File: src/hdl/jaa_pkg.sv
// ----------------------------------------------------------------------------
// Jet angularity accumulator package
// Shared payload types and fixed-point constants.
// ----------------------------------------------------------------------------
package jaa_pkg;

  localparam logic [14:0] Pi    = 15'd12868;
  localparam logic [15:0] TwoPi = 16'd25736;
  localparam logic [13:0] RadiusReset = 14'd1638;

  typedef struct packed {
    logic [19:0]        jet_pt;
    logic signed [15:0] jet_eta;
    logic [14:0]        jet_phi;
    logic [19:0]        part_pt;
    logic signed [15:0] part_eta;
    logic [14:0]        part_phi;
    logic               charged;
    logic               last_part;
  } in_item_t;

  typedef struct packed {
    logic [23:0] ang_r1;
    logic [23:0] ang_r05;
    logic [23:0] ang_r15;
    logic [23:0] ang_r2;
    logic [23:0] ang_r3;
    logic [23:0] disp_z2;
  } out_item_t;

  // Classified item handed from the front to the back.
  typedef struct packed {
    logic [19:0] jet_pt;
    logic [19:0] part_pt;
    logic [33:0] d2;
    logic        charged;
    logic        last_part;
  } job_t;

endpackage

File: src/hdl/jaa_back.sv
// ----------------------------------------------------------------------------
// Jet angularity back end
// Sequencer with one shared divider, one square-root unit and one 32x32
// multiplier; accumulates six sums and hands results to a result register.
// ----------------------------------------------------------------------------
module jaa_back (
  input  logic               clk_i,
  input  logic               rst_ni,
  input  logic [13:0]        radius_i,
  input  logic               job_valid_i,
  output logic               job_ready_o,
  input  jaa_pkg::job_t      job_i,
  output logic               res_valid_o,
  input  logic               res_ready_i,
  output jaa_pkg::out_item_t res_o
);

  typedef enum logic [9:0] {
    S_IDLE = 10'b0000000001,
    S_DIVZ = 10'b0000000010,
    S_SQDR = 10'b0000000100,
    S_DIVR = 10'b0000001000,
    S_SQR  = 10'b0000010000,
    S_MUL  = 10'b0000100000,
    S_EMIT = 10'b0001000000,
    S_WAIT = 10'b0010000000,
    S_SETR = 10'b0100000000,
    S_SETS = 10'b1000000000
  } state_e;

  state_e state_q, state_d;
  jaa_pkg::job_t job_q;
  logic [39:0] sums_q [6];

  // Shared restoring divider: 48-bit dividend, 20-bit divisor.
  logic [47:0] dq_q;   // dividend shifting into quotient
  logic [20:0] rem_q;
  logic [19:0] dvs_q;
  logic [5:0]  cnt_q;
  // Square-root unit: 42-bit radicand, two bits per step.
  logic [43:0] sres_q;
  logic [43:0] sbit_q;
  logic [43:0] srem_q;

  logic [23:0] z_q, r_q, sr_q;
  logic [31:0] r2_q;
  logic [31:0] r15_q;
  logic [3:0]  mstep_q;
  logic [31:0] ma, mb;
  logic [63:0] mp_q;
  logic        mp_v_q;
  logic [3:0]  mtag_q;
  logic [2:0]  osel_q;

  logic [21:0] rem_try;
  logic [44:0] stry;
  logic [48:0] s_sum;
  logic [31:0] p16;

  assign job_ready_o = state_q == S_IDLE;
  assign rem_try = {rem_q, dq_q[47]} - {2'b0, dvs_q};
  assign stry = {1'b0, srem_q} - ({1'b0, sres_q} + {1'b0, sbit_q});
  assign p16 = (mp_q[63:48] != 16'd0) ? 32'hFFFFFFFF : mp_q[47:16];

  always_comb begin
    ma = '0;
    mb = '0;
    unique case (mstep_q)
      4'd0: begin ma = {8'd0, z_q}; mb = {8'd0, r_q}; end
      4'd1: begin ma = {8'd0, z_q}; mb = {8'd0, sr_q}; end
      4'd2: begin ma = {8'd0, r_q}; mb = {8'd0, sr_q}; end
      4'd3: begin ma = {8'd0, r_q}; mb = {8'd0, r_q}; end
      4'd4: begin ma = {8'd0, z_q}; mb = {8'd0, z_q}; end
      4'd5: begin ma = r2_q; mb = {8'd0, r_q}; end
      4'd6: begin ma = {8'd0, z_q}; mb = r2_q; end
      4'd7: begin ma = {8'd0, z_q}; mb = r2_q; end
      4'd8: begin ma = {8'd0, z_q}; mb = r15_q; end
      default: begin ma = '0; mb = '0; end
    endcase
  end

  always_comb begin
    state_d = state_q;
    unique case (state_q)
      S_IDLE: if (job_valid_i) state_d = job_i.charged ? S_DIVZ : S_EMIT;
      S_DIVZ: if (cnt_q == 6'd0) state_d = S_SQDR;
      S_SQDR: if (sbit_q == 44'd0) state_d = S_DIVR;
      S_DIVR: if (cnt_q == 6'd0) state_d = S_SETR;
      S_SETR: state_d = S_SQR;
      S_SQR:  if (sbit_q == 44'd0) state_d = S_SETS;
      S_SETS: state_d = S_MUL;
      S_MUL:  if (mstep_q == 4'd9 && !mp_v_q) state_d = S_EMIT;
      S_EMIT: state_d = job_q.last_part ? S_WAIT : S_IDLE;
      S_WAIT: if (!res_valid_o || res_ready_i) state_d = S_IDLE;
      default: state_d = S_IDLE;
    endcase
  end

  always_ff @(posedge clk_i or negedge rst_ni) begin
    if (!rst_ni) begin
      state_q <= S_IDLE;
      for (int k = 0; k < 6; k++) sums_q[k] <= '0;
      res_valid_o <= 1'b0;
      mstep_q <= '0;
      mp_v_q <= 1'b0;
    end else begin
      state_q <= state_d;
      mp_v_q <= state_q == S_MUL && mstep_q != 4'd9;
      if (state_q == S_SETS) begin
        mstep_q <= '0;
      end else if (state_q == S_MUL && mstep_q != 4'd9) begin
        mstep_q <= mstep_q + 4'd1;
      end
      if (mp_v_q && (mtag_q == 4'd0 || mtag_q == 4'd1 || mtag_q == 4'd4 ||
                     mtag_q == 4'd6 || mtag_q == 4'd7 || mtag_q == 4'd8)) begin
        sums_q[osel_q] <= s_sum[48:40] != 9'd0 ? 40'hFFFFFFFFFF : s_sum[39:0];
      end
      if (state_q == S_WAIT && (!res_valid_o || res_ready_i)) begin
        res_valid_o <= 1'b1;
        for (int k = 0; k < 6; k++) sums_q[k] <= '0;
      end else if (res_valid_o && res_ready_i) begin
        res_valid_o <= 1'b0;
      end
    end
  end

  always_comb begin
    unique case (mtag_q)
      4'd0: osel_q = 3'd0;
      4'd1: osel_q = 3'd1;
      4'd4: osel_q = 3'd5;
      4'd6: osel_q = 3'd3;
      4'd7: osel_q = 3'd4;
      default: osel_q = 3'd2;
    endcase
    s_sum = 49'(sums_q[osel_q]) + 49'(mp_q[63:16]);
  end

  function automatic logic [23:0] sat24(input logic [47:0] v);
    sat24 = (v[47:24] != 24'd0) ? 24'hFFFFFF : v[23:0];
  endfunction

  always_ff @(posedge clk_i) begin
    mp_q <= ma * mb;
    mtag_q <= mstep_q;
    if (state_q == S_IDLE && job_valid_i) begin
      job_q <= job_i;
      dq_q <= {12'd0, job_i.part_pt, 16'd0};
      rem_q <= '0;
      dvs_q <= job_i.jet_pt;
      cnt_q <= 6'd48;
      srem_q <= {2'd0, job_i.d2, 8'd0};
      sres_q <= '0;
      sbit_q <= 44'd1 << 42;
    end
    if (state_q == S_DIVZ || state_q == S_DIVR) begin
      if (cnt_q != 6'd0) begin
        cnt_q <= cnt_q - 6'd1;
        if (!rem_try[21]) begin
          rem_q <= rem_try[20:0];
          dq_q <= {dq_q[46:0], 1'b1};
        end else begin
          rem_q <= {rem_q[19:0], dq_q[47]};
          dq_q <= {dq_q[46:0], 1'b0};
        end
      end else if (state_q == S_DIVZ) begin
        z_q <= (job_q.jet_pt == 20'd0) ? 24'hFFFFFF : sat24(dq_q);
      end
    end
    if (state_q == S_SQDR || state_q == S_SQR) begin
      if (sbit_q != 44'd0) begin
        if (!stry[44]) begin
          srem_q <= stry[43:0];
          sres_q <= (sres_q >> 1) + sbit_q;
        end else begin
          sres_q <= sres_q >> 1;
        end
        sbit_q <= sbit_q >> 2;
      end else if (state_q == S_SQDR) begin
        // deltaR below 2^21; divide (dr << 12) by the radius.
        dq_q <= {15'd0, sres_q[20:0], 12'd0};
        rem_q <= '0;
        dvs_q <= {6'd0, radius_i};
        cnt_q <= 6'd48;
      end else begin
        sr_q <= {4'd0, sres_q[19:0]};
      end
    end
    if (state_q == S_SETR) begin
      r_q <= (radius_i == 14'd0) ? 24'hFFFFFF : sat24(dq_q);
      srem_q <= {4'd0, (radius_i == 14'd0) ? 24'hFFFFFF : sat24(dq_q), 16'd0};
      sres_q <= '0;
      sbit_q <= 44'd1 << 42;
    end
    if (mp_v_q && mtag_q == 4'd2) r15_q <= p16;
    if (mp_v_q && mtag_q == 4'd3) r2_q <= p16;
    if (mp_v_q && mtag_q == 4'd5) r2_q <= p16;
    if (state_q == S_WAIT && (!res_valid_o || res_ready_i)) begin
      res_o.ang_r1  <= sat24(sums_q[0][39:0] > 40'hFFFFFF ? 48'hFFFFFF : 48'(sums_q[0]));
      res_o.ang_r05 <= sat24(48'(sums_q[1]));
      res_o.ang_r15 <= sat24(48'(sums_q[2]));
      res_o.ang_r2  <= sat24(48'(sums_q[3]));
      res_o.ang_r3  <= sat24(48'(sums_q[4]));
      res_o.disp_z2 <= sat24(48'(sums_q[5]));
    end
  end

`ifndef SYNTHESIS
  a_idle_ready: assert property (@(posedge clk_i) disable iff (!rst_ni)
    job_ready_o |-> state_q == S_IDLE) else $error("ready outside idle");
  a_wait_hold: assert property (@(posedge clk_i) disable iff (!rst_ni)
    state_q == S_WAIT && res_valid_o && !res_ready_i |=> state_q == S_WAIT)
    else $error("result overwritten");
  a_onehot: assert property (@(posedge clk_i) disable iff (!rst_ni) $onehot(state_q))
    else $error("state not one-hot");
`endif

endmodule

File: config.mk
export PLATFORM = sky130hd
export DESIGN_NAME = jaa_back
export DESIGN_NICKNAME = d
export VERILOG_FILES = /design/src/hdl/jaa_pkg.sv /design/src/hdl/jaa_back.sv
export SDC_FILE = /design/constraint.sdc
export NUM_CORES = 2
export LEC_CHECK = 0
export BUFFER_PORTS_ARGS = -buffer_cell sky130_fd_sc_hd__buf_2
export CAP_MARGIN = 20
export CORE_MARGIN = 4
export CORE_UTILIZATION = 35
export DETAILED_ROUTE_END_ITERATION = 7
export GPL_ROUTABILITY_DRIVEN = 0
export PLACE_DENSITY_LB_ADDON = 0.15
export SLEW_MARGIN = 5
export SYNTH_ARGS = -nofsm -noshare
export SYNTH_HDL_FRONTEND = slang
export SYNTH_SLANG_ARGS = --single-unit
File: constraint.sdc
create_clock -name clk_i -period 11.9 [get_ports clk_i]
set_clock_uncertainty 0.15 [all_clocks]
set_input_delay 2.38 -clock clk_i [delete_from_list [all_inputs] [get_ports clk_i]]
set_output_delay 2.38 -clock clk_i [all_outputs]
set_load 0.02 [all_outputs]
After elaboration in Yosys (flattened, before gate mapping):

Index checks and enable logic that the tools add are counted.

* flip-flop bits (word level): 848
* output and inout port bits: 146
* word-level logic and storage cells: 201

* add/subtract/negate cells: 7
* multiply operators: 1
* order comparisons: 3
* eq/ne operators: 35
* mux-type cells: 68
* bitwise operators: 4
* reductions and logical operators: 50

Operators by type and width (number)
* two-way mux 44 bit: 11
* two-way mux 240 bit: 2
* two-way mux 48 bit: 6
* bitwise mux 240 bit: 1
* two-way mux 40 bit: 6
* one-hot mux 32 bit (5 select lines): 1
* two-way mux 21 bit: 7
* binary-select mux 40 bit (select 3 bit): 1
* demux 40 bit (select 3 bit): 1
* one-hot mux 10 bit (10 select lines): 1
* two-way mux 32 bit: 3
* one-hot mux 32 bit (3 select lines): 1
* nonzero test 16 bit: 6
* two-way mux 20 bit: 4
* two-way mux 10 bit: 7
* multiplier 32 x 32 -> 64 bit: 1
* adder 40 x 48 -> 49 bit: 1
* two-way mux 24 bit: 2
* nonzero test 24 bit: 2
* adder 44 x 44 -> 45 bit: 1
* subtractor 44 x 45 -> 45 bit: 1
* adder 43 x 44 -> 44 bit: 1
* logical NOT 44 bit: 1
* nonzero test 44 bit: 1
* other kinds (46): 99

Logic depth before layout (Yosys ltp):

* depth after elaboration: 12
* depth in mapped cells: 39

Worst setup path before layout:

No wires, ideal clock.

* kind: register to register
* from: reg mstep_q[0]
* to: reg mp_q[49]
* arrival: 8730 ps
* required time: 11678 ps
* path slack: 2948 ps
* stages on the path, launching flop included: 37
* path buffers: 4
* clock period less this slack: 8952 ps
* cells stage by stage: dfrtp_1 > inv_1 > ha_1 > or2_1 > and2_1 > clkbuf_1 > buf_1 > nand2_1 > and4_1 > clkbuf_1 > clkbuf_1 > nor2_1 > fa_1 > inv_1 > fa_1 > inv_1 > fa_1 > inv_1 > fa_1 > inv_1 > fa_1 > inv_1 > fa_1 > fa_1 > fa_1 > inv_1 > ha_1 > inv_1 > nor3_1 > a2111oi_0 > a211o_1 > a211oi_2 > nor3_1 > o31ai_2 > a31oi_1 > o21bai_1 > xor2_1

* longest elaborated chain between the ends: 4
* elaborated cells on any way between the ends: 17
* those cells by class: 1 x mul; 8 x eq/ne; 2 x mux; 6 x reduce/logical

RTL lines
* start, declared: RTL line jaa_back.sv:48 `logic [3:0] mstep_q;`
* start signal, assigned: RTL line jaa_back.sv:112 `mstep_q <= mstep_q + 4'd1;`
* equality test 4 bit (tied with other cells): RTL line jaa_back.sv:68 `unique case (mstep_q)`
* OR reduction 6 bit (no line) (tied with other cells)
* one-hot mux 32 bit (3 select lines) / one-hot mux 32 bit (5 select lines) (equally long branches): RTL line jaa_back.sv:68
* multiplier 32 x 32 -> 64 bit *: RTL line jaa_back.sv:144 `mp_q <= ma * mb;`
* end signal, assigned: RTL line jaa_back.sv:144
* end, declared: RTL line jaa_back.sv:50 `logic [63:0] mp_q;`

Every way passes the cells marked *; elsewhere a longest branch is shown, timed or not.
A chain may end at the register's enable or synchronous reset.

Final worst setup path:

Ends and elaborated chain as after synthesis.

==> impl_metrics.yaml <==
run_status:
  outcome: "completed"
cells_and_area:
  post-route-util_pct: 38.92
  syn_to_final_growth_pct: 10.33
  nets: 9668
  area.sequential_mm2: 0.02091
  drive_above_1_share_pct: 10.29
  multiInputGateArea_mm2: 0.04822
  fillerInstances: 21450
  final_cell_mix: "1104 x inv_1, 942 x fa_1, 904 x nand2_1"
  final_common_cell: "inv_1"
synthesis:
  synth_cells: 8183
  netlist_area_mm2: 0.07496
  synth_seq_cells: 832
  yosys.area.top_type: "fa_1"
  synth_area_per_cell_um2: 9.161
  ys.flop_type: "edfxtp_1"
  yosysWarnings: 0
  yosysTopAreaCellShare_pct: 25.16
  yosysUniqueCellTypes: 90
  seq_area_frac_synth_pct: 27.90
  synth_edf_count: 297
  synthArstFlopShare_pct: 30.77
  syn_nets: 9633
  synth.top_cells.by_area: "fa_1 25%, edfxtp_1 12%, dfrtp_1 8.5%"
clock_network:
  postCtsSetupBuffers: 0
  ctsLongestPathBuffers: 3
  clk_latency_ps: 730
  hold_buffers: 0
  htreeDepth: 3
  clock_sinks: 832
  clkTransAtPathRegs_ps: 60
  postCtsResizedCells: 0
  cts_tree: "yes"
  cts_root_buf: "clkbuf_16"
  numCtsBuffers: 95
critical_path:
  reg2reg_depth: 30
  path_common_cell: "fa_1"
  cp_num_buf_inv: 4
  critPathSlowestCell: "a211oi_2"
  r2r_slack_ps: 1070
  cp.required_ps: 12380
  worstPathArrival_ps: 11310
  cp_slowest_stage_delay_ps: 850
  crit_path_start: "mstep_q[0]"
  worstPathMaxFanout: 18
  start_kind: "register"
  end_kind: "register"
  crit_family: "adder cells"
  r2r-start: "mstep_q[0]"
  crit_type: "register to register"
  r2r_end: "mp_q[49]"
timing:
  final.period_utilization_pct: 90.99
  drv_slew: 0
  slew_headroom_pct: 16.77
  worst_pin_slew_ps: 1245
  hold_violations: 0
  rsz0062_at_grt: "false"
  fin_hold_ws_ps: 301.0
  max_freq_mhz: 92.36
  setup_viol: 0
  min_period_ps: 10830
  setup_tns_ps: 0
floorplan:
  num_io_pins: 240
  coreArea_mm2: 0.2125
  die_y_um: 470.8
  start_util_pct: 35.27
  rows: 169
  fp.dieW_um: 470.8
  die-area_mm2: 0.2216
worst_hold_path:
  min_from: "dvs_q[16]"
  hold_path.class: "register to register"
  worstHoldPathCells: 2
  min_to: "dvs_q[16]"
global_route:
  antenna_found_initial: 18
  globalRoute.totalOverflow: 0
  first_global_vias: 61530
  grt_pass1_wl_um: 415600
  grt_max_degree: 241
  grt_usage_pct: 24.98
drt:
  wl_um: 280700
  wl_per_cell_um: 25.22
  vias_per_cell: 5.484
  ant_nets: 0
  drt-initial-drc-count: 5998
  vias: 61040
  drc_errors: 0
  drt_first_pass_iters: 6
place:
  dp_hpwl_um: 214100
  port_buffers: 239
pwr:
  leakagePower_nw: 37.32
  ir_worst_vdd_mv: 0.1265
  powerDensity_mw_per_mm2: 103.7
  total_power_mw: 8.575
flow_run:
  cap_violations: 0
-- synth_stat cells (125+ instances only) --
library cell / n
a21o_1: 125
a21oi_1: 258
o21ai_0: 483
nor2_1: 775
clkbuf_1: 428
nand2_1: 906
edfxtp_1: 297
dfrtp_1: 255
dfxtp_1: 279
ha_1: 414
fa_1: 942
a31oi_1: 280
inv_1: 1105
or2_2: 214
-- final cells by class --
| cell class | count | share of cell area (%) |
|---|---|---|
| diodes | 10 | 0.03026 |
| clock buffers | 132 | 3.239 |
| clock inverters | 47 | 0.5825 |
| inverters | 1106 | 5.026 |
| multi-input cells | 5759 | 58.30 |
| flip-flops and latches | 832 | 25.28 |
| well taps | 2821 | 4.268 |
| repair buffers | 424 | 3.271 |
-- where the power goes --
group | internal, mW | switching [mW]
sequential | 3.18 | 0.185
combinational | 0.871 | 1.31
clock | 1.73 | 1.30
-- through the flow --
step,setup WS (ps),instances,area (um2)
final,1072,11130,82700
after global routing,659.3,11120,82680
after CTS,1273,11120,82610
after detailed placement,1278,10940,79450
after global placement,1363,10940,79420
after floorplan,2948,8183,74960
-- worst max-delay path by stage --
stage,to,slack [ps],cells after the start
after floorplan,mp_q[49],2950,36
after global placement,mp_q[49],1360,33
after detailed placement,mp_q[49],1280,33
after CTS,mp_q[49],1270,33
after global routing,mp_q[49],660,30
final,mp_q[49],1070,30
-- cells by family (layout without fill, tap and decap cells) --
group / count (synthesis) / count (layout) / synth area share, %
flip-flops: 832 / 832 / 27.90
AND/OR/NAND/NOR: 2556 / 2556 / 15.64
XOR/XNOR: 187 / 187 / 2.185
adder cells (fa/ha/maj): 1356 / 1356 / 32.07
multiplexers: 30 / 30 / 0.4056
buffers and inverters: 1592 / 1709 / 8.142
other: 0 / 10 / 0
AO/OA/AOI/OAI: 1630 / 1630 / 13.67
-- sequential cells by signal (all words and copies together), names as in the netlist --
| signal | flops |
|---|---|
| state_q | 10 |
| mtag_q | 4 |
| r15_q | 32 |
| sbit_q | 44 |
| res_valid_o | 1 |
| r_q | 24 |
| r2_q | 32 |
| rem_q | 21 |
| srem_q | 44 |
| mp_q | 48 |
| sums_q | 240 |
| mstep_q | 4 |
| job_q | 21 |
| dvs_q | 20 |
| sr_q | 20 |
| z_q | 24 |
| sres_q | 44 |
| cnt_q | 6 |
| dq_q | 48 |
| res_o | 144 |
| mp_v_q | 1 |
-- worst min-delay path, delay by kind of cell, from the launching register on --
| kind | cells | cell delay (ps) |
|---|---|---|
| DFF | 1 | 310 |
| and+or+nand+nor | 1 | 50 |
| AOI/OAI and AO/OA | 1 | 50 |
-- metal layers --
metal  track usage [%]  up-vias  share of wire [%]
li1                  -    27130                  -
met5                 0        -              0.014
met4             10.14        6                4.7
met1             34.63    30940                 43
met2             38.16     2489                 44
met3             5.133      482                7.9
No activity file was read; power rests on OpenSTA's default activity.
